File: src/rtl/crcub_pkg.sv
package crcub_pkg;

    localparam int DataWidth = 16;
    localparam int AlgWidth  = 3;

    typedef enum logic {
        ACC_READ  = 1'b0,
        ACC_WRITE = 1'b1
    } acc_t;

    typedef enum logic [1:0] {
        REG_CTRL   = 2'd0,
        REG_DATA   = 2'd1,
        REG_RESULT = 2'd2
    } reg_sel_t;

    typedef enum logic [AlgWidth-1:0] {
        ALG_IDLE_LO    = 3'd0,
        ALG_CRC8_LSB   = 3'd1,
        ALG_CRC16_LSB  = 3'd2,
        ALG_CCITT_LSB  = 3'd3,
        ALG_IDLE_HI    = 3'd4,
        ALG_CRC8_MSB   = 3'd5,
        ALG_CRC16_MSB  = 3'd6,
        ALG_CCITT_MSB  = 3'd7
    } alg_t;

    localparam logic [7:0]  POLY8_MSB  = 8'h07;
    localparam logic [7:0]  POLY8_LSB  = 8'hE0;
    localparam logic [15:0] POLY16_MSB = 16'h8005;
    localparam logic [15:0] POLY16_LSB = 16'hA001;
    localparam logic [15:0] POLYCC_MSB = 16'h1021;
    localparam logic [15:0] POLYCC_LSB = 16'h8408;

    localparam int CtrlClearBit = 7;

    typedef struct packed {
        acc_t                 mode;
        reg_sel_t             reg_select;
        logic [DataWidth-1:0] write_data;
    } req_t;

    typedef struct packed {
        logic [AlgWidth-1:0]  alg;
        logic [DataWidth-1:0] crc;
    } state_t;

endpackage

File: src/rtl/crcub_crc_byte.sv
module crcub_crc_byte (
    input  logic [crcub_pkg::AlgWidth-1:0]  alg,
    input  logic [crcub_pkg::DataWidth-1:0] crc,
    input  logic [7:0]                      data,
    output logic [crcub_pkg::DataWidth-1:0] crc_next
);
    import crcub_pkg::*;

    logic [15:0] c16;
    logic [7:0]  c8;
    logic [15:0] poly16;

    always_comb begin
        c16      = '0;
        c8       = '0;
        poly16   = '0;
        crc_next = crc;
        unique case (alg_t'(alg))
            ALG_CRC8_LSB, ALG_CRC16_LSB, ALG_CCITT_LSB: begin
                if (alg_t'(alg) == ALG_CRC8_LSB) begin
                    c16    = {8'h00, crc[7:0] ^ data};
                    poly16 = {8'h00, POLY8_LSB};
                end else begin
                    c16    = crc ^ {8'h00, data};
                    poly16 = (alg_t'(alg) == ALG_CRC16_LSB) ? POLY16_LSB : POLYCC_LSB;
                end
                for (int i = 0; i < 8; i++) begin
                    c16 = c16[0] ? ((c16 >> 1) ^ poly16) : (c16 >> 1);
                end
                crc_next = c16;
            end
            ALG_CRC8_MSB: begin
                c8 = crc[7:0] ^ data;
                for (int i = 0; i < 8; i++) begin
                    c8 = c8[7] ? ((c8 << 1) ^ POLY8_MSB) : (c8 << 1);
                end
                crc_next = {8'h00, c8};
            end
            ALG_CRC16_MSB, ALG_CCITT_MSB: begin
                c16    = crc ^ {data, 8'h00};
                poly16 = (alg_t'(alg) == ALG_CRC16_MSB) ? POLY16_MSB : POLYCC_MSB;
                for (int i = 0; i < 8; i++) begin
                    c16 = c16[15] ? ((c16 << 1) ^ poly16) : (c16 << 1);
                end
                crc_next = c16;
            end
            default: begin
                crc_next = crc;
            end
        endcase
    end

endmodule

File: src/rtl/crcub_regs.sv
module crcub_regs (
    input  logic                            aclk,
    input  logic                            aresetn,
    input  logic                            req_fire,
    input  crcub_pkg::req_t                 req,
    output logic [crcub_pkg::DataWidth-1:0] read_data,
    output crcub_pkg::state_t               state
);
    import crcub_pkg::*;

    logic [AlgWidth-1:0]  alg_reg;
    logic [AlgWidth-1:0]  alg_next;
    logic [DataWidth-1:0] crc_reg;
    logic [DataWidth-1:0] crc_next;
    logic [DataWidth-1:0] crc_fed;

    crcub_crc_byte u_crc_byte (
        .alg      (alg_reg),
        .crc      (crc_reg),
        .data     (req.write_data[7:0]),
        .crc_next (crc_fed)
    );

    always_comb begin
        alg_next  = alg_reg;
        crc_next  = crc_reg;
        read_data = '0;
        if (req.mode == ACC_WRITE) begin
            unique case (req.reg_select)
                REG_CTRL: begin
                    alg_next = req.write_data[AlgWidth-1:0];
                    if (req.write_data[CtrlClearBit]) begin
                        crc_next = '0;
                    end
                end
                REG_DATA:   crc_next = crc_fed;
                REG_RESULT: crc_next = req.write_data;
                default:    crc_next = crc_reg;
            endcase
        end else begin
            unique case (req.reg_select)
                REG_CTRL:   read_data = {{(DataWidth-AlgWidth){1'b0}}, alg_reg};
                REG_RESULT: read_data = crc_reg;
                default:    read_data = '0;
            endcase
        end
    end

    always_ff @(posedge aclk) begin
        if (!aresetn) begin
            alg_reg <= '0;
            crc_reg <= '0;
        end else if (req_fire) begin
            alg_reg <= alg_next;
            crc_reg <= crc_next;
        end
    end

    assign state = '{alg: alg_reg, crc: crc_reg};

endmodule

File: src/rtl/crc_unit_bus_registers_top.sv
// CRC calculator with a small register bus carried on two streams.
// Each slave-side request is one register access: s_tuser gives the access
// kind (bit 0, 1 for a write) and the register offset (bits 2:1, 0 control,
// 1 data in, 2 result); s_tdata carries the write value.
// Every request returns exactly one response on the master side, whose
// m_tdata holds the value read, or zero for a write.
// A request is captured in the input register and is then executed
// against the control and result registers while its response is loaded
// into the output register, so a response leaves through the input and
// output registers in turn. The byte update of the CRC is combinational,
// and one request per cycle is accepted while m_tready stays high.
// When the receiver stalls, the response holds in the output register, the
// next request waits in the input register, and s_tready drops once both
// are full. Reset clears both registers' valid flags, the algorithm select
// and the result register.
module crc_unit_bus_registers_top (
    input  logic        aclk,
    input  logic        aresetn,
    input  logic        s_tvalid,
    output logic        s_tready,
    input  logic [15:0] s_tdata,   // write_data
    input  logic [2:0]  s_tuser,   // mode, reg_select
    output logic        m_tvalid,
    input  logic        m_tready,
    output logic [15:0] m_tdata    // read_data
);
    import crcub_pkg::*;

    logic                 in_valid_reg;
    req_t                 in_req_reg;
    logic                 out_valid_reg;
    logic [DataWidth-1:0] out_data_reg;
    logic                 advance;
    logic [DataWidth-1:0] read_data;
    state_t               state;

    assign advance  = in_valid_reg && (!out_valid_reg || m_tready);
    assign s_tready = !in_valid_reg || advance;

    always_ff @(posedge aclk) begin
        if (!aresetn) begin
            in_valid_reg <= 1'b0;
        end else if (s_tready) begin
            in_valid_reg <= s_tvalid;
        end
    end

    always_ff @(posedge aclk) begin
        if (s_tready && s_tvalid) begin
            in_req_reg <= '{mode: acc_t'(s_tuser[0]), reg_select: reg_sel_t'(s_tuser[2:1]),
                            write_data: s_tdata};
        end
    end

    crcub_regs u_regs (
        .aclk      (aclk),
        .aresetn   (aresetn),
        .req_fire  (advance),
        .req       (in_req_reg),
        .read_data (read_data),
        .state     (state)
    );

    always_ff @(posedge aclk) begin
        if (!aresetn) begin
            out_valid_reg <= 1'b0;
        end else if (!out_valid_reg || m_tready) begin
            out_valid_reg <= in_valid_reg;
        end
    end

    always_ff @(posedge aclk) begin
        if (advance) begin
            out_data_reg <= read_data;
        end
    end

    assign m_tvalid = out_valid_reg;
    assign m_tdata  = out_data_reg;

    a_req_kept: assert property (@(posedge aclk) disable iff (!aresetn)
        in_valid_reg && !advance |=> in_valid_reg)
        else $error("pending request lost");

    a_clear: assert property (@(posedge aclk) disable iff (!aresetn)
        advance && in_req_reg.mode == ACC_WRITE && in_req_reg.reg_select == REG_CTRL
        && in_req_reg.write_data[CtrlClearBit] |=> state.crc == '0)
        else $error("control write with clear bit did not clear result");

    a_write_resp: assert property (@(posedge aclk) disable iff (!aresetn)
        advance && in_req_reg.mode == ACC_WRITE |=> m_tvalid && m_tdata == '0)
        else $error("write response not zero");

endmodule
File: config.mk
export PLATFORM = sky130hd
export DESIGN_NAME = crc_unit_bus_registers_top
export DESIGN_NICKNAME = d
export VERILOG_FILES = /design/src/rtl/crcub_pkg.sv /design/src/rtl/crcub_crc_byte.sv /design/src/rtl/crcub_regs.sv /design/src/rtl/crc_unit_bus_registers_top.sv
export SDC_FILE = /design/constraint.sdc
export NUM_CORES = 1
export LEC_CHECK = 0
export ABC_AREA = 1
export BUFFER_PORTS_ARGS = -buffer_cell sky130_fd_sc_hd__buf_2
export CORE_MARGIN = 2
export CORE_UTILIZATION = 45
export CTS_CLUSTER_DIAMETER = 200
export DETAILED_ROUTE_END_ITERATION = 6
export GPL_ROUTABILITY_DRIVEN = 0
export HOLD_SLACK_MARGIN = 0.08
export MAX_ROUTING_LAYER = met4
export PLACE_DENSITY = 0.63
export SLEW_MARGIN = 20
export SYNTH_ARGS = -nofsm -noshare
export SYNTH_HDL_FRONTEND = slang
export SYNTH_SLANG_ARGS = --single-unit
File: constraint.sdc
create_clock -name aclk -period 7.2 [get_ports aclk]
set_clock_uncertainty 0.15 [all_clocks]
set_input_delay 2.16 -clock aclk [delete_from_list [all_inputs] [get_ports aclk]]
set_output_delay 2.16 -clock aclk [all_outputs]
set_load 0.05 [all_outputs]
==> metrics.log, run 1 <==
INFO  metric post_drt_via_cell_ratio = 5.48
INFO  metric synth_largest_type_area_fraction = a little under a quarter
INFO  metric outcome = completed
INFO  metric critPathLaunch = m_tready
INFO  metric path_max_fanout = 3
INFO  metric worst_ir_drop_vdd = 0.000124 V
INFO  metric hold_buffers = 0
INFO  metric r2r_cells = 21
INFO  metric time_the_final_worst_path_needs_with_i_o_delays_and_setup = between 4 and 5 ns
INFO  metric cp.arrival = 2.64 ns
INFO  metric globalRouteOverflowTotal = 0
INFO  metric dp_worst_setup_slack = 2.25 ns
INFO  metric worst-endpoint-required = slightly below 5 ns
INFO  metric clock-root-buffer = sky130_fd_sc_hd__clkbuf_8
INFO  metric fraction_of_registers_with_async_set_reset = 0%
INFO  metric clock_tree_from_tritoncts = built
INFO  metric endpoint = s_tready
INFO  metric hp-class = flip-flop to flip-flop
INFO  metric max_slew_margin = around a quarter
INFO  metric clkSinkCount = 56
INFO  metric setup_viol = 0
INFO  metric synth-edff-count = 35
INFO  metric drt_iter0_drc = 483
INFO  metric crit_type = input pin to primary output
INFO  metric synthesis.nets = a little over 700
INFO  metric clock_latency = between 0.3 and 0.4 ns
INFO  metric worstSetupEndpointType = primary output
INFO  metric wl = roughly 14000 um
INFO  metric total_power = 794 uW
INFO  metric placementRows = 36
INFO  metric r2r_slack = ~3.5 ns
INFO  metric drv_cap = 0
INFO  metric floorplan.die_area = 10800 um2
INFO  metric tightestPinTransition = ~1.1 ns
INFO  metric cts-htree-levels = 2
INFO  metric grt_pass1_vias = 4025
INFO  metric io_buffer_count = 40
INFO  metric layout-drive-gt1-share = 12.5%
INFO  metric r2r-end = u_regs.crc_reg[0]
INFO  metric timing.final.hold_violations = 0
INFO  metric areaGrowthSynthToFinish = 8.22%
INFO  metric tritoncts.num_buffers = 5
INFO  metric drv_slew = 0
INFO  metric dieWidth = a little over 100 um
INFO  metric synth.avg_cell_area = between 6 and 7 um2
INFO  metric pin_count = between 40 and 50
INFO  metric synth_area_leader_cell = sky130_fd_sc_hd__edfxtp_1
INFO  metric netlist_area_before_placement = approximately 4500 um2
INFO  metric setup-tns-final = 0 ns
INFO  metric avgRoutedWirePerCell = 16.0 um
INFO  metric max_ffs_per_register = 19
INFO  metric grt_antenna_before_repair = 0
INFO  metric rr_startpoint = u_regs.alg_reg[0]
INFO  metric die_height = slightly above 100 um
INFO  metric powerDensity = 163 nW/um2
INFO  metric post_synth_inst_count = around 700
INFO  metric grt_setup_unrepaired = false
INFO  metric yosys.cell_types.count = 38
INFO  metric pin_count_of_the_biggest_net_entering_global_routing = 21
INFO  metric postSynthRegisterBits = 56
INFO  metric setup_slack = 2.25 ns
INFO  metric drc = 0
INFO  metric seq_area_frac_synth = approximately 33%
INFO  metric synth-warning-count = 0
INFO  metric post_cts.resized_instances = 0
INFO  metric place.detailed.hpwl = 10700 um
INFO  metric finalNetCount = ~750
INFO  metric hold_path.startpoint = u_regs.crc_reg[6]
INFO  metric period_share = between 60 and 70%
INFO  metric starting_density_of_the_core = 46.1%
INFO  metric synth_area_leaders = sky130_fd_sc_hd__edfxtp_1, sky130_fd_sc_hd__nand2_1, sky130_fd_sc_hd__dfxtp_1, sky130_fd_sc_hd__nand3_1, sky130_fd_sc_hd__inv_1
INFO  metric post-synth-top-count-cell = sky130_fd_sc_hd__nand2_1
INFO  metric clock.fmax = 202 MHz
INFO  metric n_antenna_cell = 0
INFO  metric cp-start-kind = input pin
INFO  metric ant_nets = 0
INFO  metric cts_setup_buffers = 0
INFO  metric grt_usage = between 20% and 30%
INFO  metric static_leak = about 2.2 nW
INFO  metric clkSlewWorstSetupHoldPaths = ~0.10 ns
INFO  metric num_vias = roughly 4700
INFO  metric drt_pass1_iterations = 5
INFO  metric grt_first_pass_wirelength = between 20000 and 25000 um
INFO  metric clock_path_buffers = 2
INFO  metric synth_common_cells = sky130_fd_sc_hd__nand2_1, sky130_fd_sc_hd__inv_1, sky130_fd_sc_hd__nand3_1, sky130_fd_sc_hd__a21oi_1, sky130_fd_sc_hd__o21ai_0
INFO  metric ys.flop_type = sky130_fd_sc_hd__edfxtp_1
INFO  metric core-area = between 9000 and 10000 um2
[placed cells by master, fill, tap and decap left out, types with 4 or more instances in the layout]
cell type	netlist	final
sky130_fd_sc_hd__nand2_1	255	255
sky130_fd_sc_hd__inv_1	74	74
sky130_fd_sc_hd__nand3_1	73	73
sky130_fd_sc_hd__a21oi_1	42	42
sky130_fd_sc_hd__o21ai_0	40	40
sky130_fd_sc_hd__buf_2	4	40
sky130_fd_sc_hd__edfxtp_1	35	35
sky130_fd_sc_hd__nor2_1	28	27
sky130_fd_sc_hd__dfxtp_1	21	21
sky130_fd_sc_hd__nand2_2	17	17
sky130_fd_sc_hd__xor2_1	16	16
sky130_fd_sc_hd__nor3_1	12	12
sky130_fd_sc_hd__xnor2_1	10	10
sky130_fd_sc_hd__nand3_2	8	8
sky130_fd_sc_hd__inv_2	6	6
sky130_fd_sc_hd__nand4_1	5	5
sky130_fd_sc_hd__o211ai_1	5	5
sky130_fd_sc_hd__clkbuf_8	0	5
sky130_fd_sc_hd__ha_1	4	4
[report_power, final]
group	leakage (nW)	switching, mW	internal (mW)
registers	0.504	0.0121	0.353
clock network	0.0485	0.105	0.0699
logic	1.67	0.179	0.0752
total	2.22	0.296	0.498
[worst max-delay path, stage by stage]
cell,delay (ns)
sky130_fd_sc_hd__buf_2,0.07
sky130_fd_sc_hd__inv_1,0.04
sky130_fd_sc_hd__nand3_1,0.09
sky130_fd_sc_hd__buf_2,0.27
[area by class of cell]
type / count / area [um2]
timing repair buffer: 40 / 200
inverter: 82 / 313
clock inverter: 3 / 22.5
clock buffer: 5 / 68.8
multi-input combinational: 533 / 2620
tap: 133 / 166
sequential: 56 / 1470
fill: 1028 / 4870
[cells by family after synthesis]
logic type / count (synthesis) / synth area share [%]
compound gates: 96 / 11.4
xor+xnor: 28 / 5.80
fa+ha+maj: 4 / 1.11
buf+inv: 103 / 9.17
flops: 56 / 32.8
simple gates: 405 / 39.8
[worst min-delay path by stage]
stage                             end  slack, ns  cells past startpoint
global route                 m_tvalid       0.41                      2
floorplan           u_regs.crc_reg[6]       0.31                      2
finish              u_regs.crc_reg[6]       0.36                      2
detailed placement  u_regs.crc_reg[6]       0.33                      2
CTS                 u_regs.crc_reg[6]       0.35                      2
global placement    u_regs.crc_reg[6]       0.33                      2
[layer usage]
layer  global-route usage, %  wire length [um]
met1                    36.3              6060
met2                    39.0              6070
met3                    2.82              1120
met4                    8.49               418
met5                       -                 0
[per-stage QoR]
| stage | instance area, um2 | utilization [%] | hold slack (ns) | std cells |
|---|---|---|---|---|
| floorplan | 4490 | - | 0.308 | 692 |
| global placement | 4760 | 49.0 | 0.329 | 844 |
| detailed placement | 4760 | 49.0 | 0.333 | 844 |
| CTS | 4860 | 49.9 | 0.349 | 852 |
| global route | 4860 | 49.9 | 0.405 | 852 |
| finish | 4860 | 49.9 | 0.357 | 852 |
No activity file was read; power rests on OpenSTA's default activity.
==> inputs of run 2 (changes only) <==
Settings changed: ABC_AREA 1 to 0.
Clock period 7.2 ns to 4.7 ns, I/O delays scaled along.
==> metrics.log, run 2 <==
INFO  metric grt_antenna_before_repair = 0
INFO  metric grt_pass1_vias = 4250
INFO  metric dieWidth = around 110 um
INFO  metric proportion_of_synthesized_area_in_mux_cells = under 10%
INFO  metric critPathLaunch = u_regs.alg_reg[0]
INFO  metric cp.arrival = between 3 and 4 ns
INFO  metric num_vias = around 4600
INFO  metric setup_viol = 0
INFO  metric synth_common_cells = sky130_fd_sc_hd__xnor2_1, sky130_fd_sc_hd__nand2_1, sky130_fd_sc_hd__nor2_1, sky130_fd_sc_hd__a21oi_1, sky130_fd_sc_hd__edfxtp_1
INFO  metric clock_latency = approximately 0.32 ns
INFO  metric placementRows = 37
INFO  metric dpl-instance-area = around 5100 um2
INFO  metric cp_slowest_stage_delay = 0.80 ns
INFO  metric layout-drive-gt1-share = approximately 16%
INFO  metric place.detailed.hpwl = 11300 um
INFO  metric wl = around 15000 um
INFO  metric synth_top_family_by_area = compound AO/OA/AOI/OAI gates
INFO  metric r2r_slack = between 0.8 and 0.9 ns
INFO  metric layout.cell_area.non_filler = approximately 5200 um2
INFO  metric grt_setup_unrepaired = false
INFO  metric worst_ir_drop_vdd = ~0.00018 V
INFO  metric die_height = 107 um
INFO  metric drv_slew = 0
INFO  metric grt_first_pass_wirelength = 23700 um
INFO  metric clock-root-buffer = sky130_fd_sc_hd__clkbuf_8
INFO  metric layout_commonest_cell = sky130_fd_sc_hd__xnor2_1
INFO  metric top_library_cells_by_usage_in_the_layout_fill_and_taps_aside = sky130_fd_sc_hd__xnor2_1, sky130_fd_sc_hd__nand2_1, sky130_fd_sc_hd__nor2_1
INFO  metric timing.final.hold_violations = 0
INFO  metric critical-path-slowest-cell = sky130_fd_sc_hd__nor3_1
INFO  metric clock.fmax = between 200 and 300 MHz
INFO  metric synth-warning-count = 0
INFO  metric static_leak = between 1.5 and 2 nW
INFO  metric synth_adder_area_share = roughly 1.3%
INFO  metric cts_setup_buffers = 0
INFO  metric seq_area_frac_synth = around 31%
INFO  metric drt_iter0_drc = 614
INFO  metric synth-edff-count = 35
INFO  metric time_the_final_worst_path_needs_with_i_o_delays_and_setup = a little under 4 ns
INFO  metric post_drt_via_cell_ratio = roughly 6.3
INFO  metric period_share = ~83%
INFO  metric synth_simple_gate_area_share = about a fifth
INFO  metric powerDensity = between 200 and 250 nW/um2
INFO  metric path_max_fanout = 24
INFO  metric pin_count_of_the_biggest_net_entering_global_routing = 25
INFO  metric worstSetupEndpointType = flip-flop
INFO  metric drt_pass1_iterations = 5
INFO  metric clock_path_buffers = 2
INFO  metric tritoncts.num_buffers = 5
INFO  metric grt_usage = around 28%
INFO  metric synth_largest_type_area_fraction = around 22%
INFO  metric setup-tns-final = 0 ns
INFO  metric synth_area_leaders = sky130_fd_sc_hd__edfxtp_1, sky130_fd_sc_hd__xnor2_1, sky130_fd_sc_hd__dfxtp_1, sky130_fd_sc_hd__a21oi_1, sky130_fd_sc_hd__nand2_1
INFO  metric crit_type = flip-flop to flip-flop
INFO  metric drv_cap = 0
INFO  metric post-synth-top-count-cell = sky130_fd_sc_hd__xnor2_1
INFO  metric outcome = completed
INFO  metric crit_path_cell_trace = buf_4 -> nor2_1 -> a2111o_1 -> nor3_1 -> o221ai_1 -> a31oi_1 -> nand4_1 -> a21oi_1
INFO  metric ant_nets = 0
INFO  metric finalNetCount = just over 600
INFO  metric clock_tree_from_tritoncts = built
INFO  metric max_ffs_per_register = 19
INFO  metric netlist_area_before_placement = roughly 4800 um2
INFO  metric synth_area_leader_cell = sky130_fd_sc_hd__edfxtp_1
INFO  metric globalRouteOverflowTotal = 0
INFO  metric hold_buffers = 0
INFO  metric r2r_cells = 8
INFO  metric yosys.cell_types.count = between 70 and 80
INFO  metric areaGrowthSynthToFinish = 8.59%
INFO  metric post_cts.resized_instances = 0
INFO  metric max_slew_margin = approximately 29%
INFO  metric synth.avg_cell_area = around 8.8 um2
INFO  metric cts-htree-levels = 2
INFO  metric fraction_of_registers_with_async_set_reset = 0%
INFO  metric n_antenna_cell = 0
INFO  metric hp-class = flip-flop to flip-flop
INFO  metric io_buffer_count = 40
INFO  metric drc = 0
INFO  metric share_of_the_synthesized_area_in_compound_gates_ao_oa_aoi_oai = between 20% and 30%
INFO  metric post_synth_inst_count = approximately 550
INFO  metric pin_count = a little over 40
INFO  metric postSynthRegisterBits = 56
INFO  metric avgRoutedWirePerCell = roughly 21 um
INFO  metric endpoint = u_regs.crc_reg[3]
INFO  metric floorplan.die_area = between 10000 and 15000 um2
INFO  metric clkSlewWorstSetupHoldPaths = between 0.1 and 0.15 ns
INFO  metric r2r-end = u_regs.crc_reg[3]
INFO  metric worst-endpoint-required = 4.81 ns
INFO  metric starting_density_of_the_core = between 40 and 50%
INFO  metric synthesis.nets = 573
INFO  metric core-area = 10300 um2
INFO  metric ys.flop_type = sky130_fd_sc_hd__edfxtp_1
INFO  metric cp-start-kind = flip-flop
INFO  metric post_synth_xor_area_fraction = 18.9%
INFO  metric rr_startpoint = u_regs.alg_reg[0]
INFO  metric tightestPinTransition = approximately 1.1 ns
INFO  metric clkSinkCount = 56
-- run 2: how the worst min path moves through the flow --
stage / end / depth (start not counted) / from
6_report: m_tvalid / 2 / in_valid_reg
5_1_grt: m_tvalid / 2 / in_valid_reg
4_1_cts: m_tvalid / 2 / in_valid_reg
3_5_place_dp: m_tvalid / 2 / in_valid_reg
3_3_place_gp: m_tvalid / 2 / in_valid_reg
2_1_floorplan: m_tvalid / 2 / in_valid_reg
-- run 2: cells by family after synthesis --
family,count (synthesis)
xor gates and xnor gates,89
DFF,56
adders and majority gates,5
and+or+nand+nor,189
buffers and inverters,44
AOI/OAI and AO/OA,144
muxes,19
-- run 2: critical path: cells and delay by family, from the launching register on --
family | cells | cell delay (ns)
buffers and inverters | 1 | 0.41
flip-flops | 1 | 0.74
AO/OA/AOI/OAI | 4 | 1.39
AND/OR/NAND/NOR | 3 | 1.12
-- run 2: final cells by class --
cell class / instances / area (um2)
Sequential cell: 56 / 1470
Timing Repair Buffer: 61 / 358
Tap cell: 136 / 170
Clock inverter: 3 / 27.5
Inverter: 11 / 41.3
Clock buffer: 5 / 68.8
Multi-Input combinational cell: 446 / 3050
Fill cell: 998 / 5130
-- run 2: where the power goes --
part	switching (mW)	internal, mW
clock network	0.177	0.110
logic	0.234	0.148
registers	0.0199	0.541
total	0.431	0.799
-- run 2: stage by stage --
stage	utilization, %	setup slack (ns)	cells	power (mW)	hold WS [ns]
final	50.3	0.821	718	1.23	0.389
after global routing	50.3	0.558	718	1.28	0.418
after CTS	50.3	0.898	718	1.23	0.390
after detailed placement	49.3	0.583	710	0.941	0.370
after global placement	49.3	0.615	710	0.938	0.366
after floorplan	-	1.25	546	0.847	0.346
-- run 2: layer usage --
metal	GRT usage, %	vias to the layer above	part of all wire, %
li1	-	2041	-
met1	37.1	2113	39
met2	41.4	338	44
met3	4.92	63	12
met4	12.6	0	4.5
met5	-	-	0
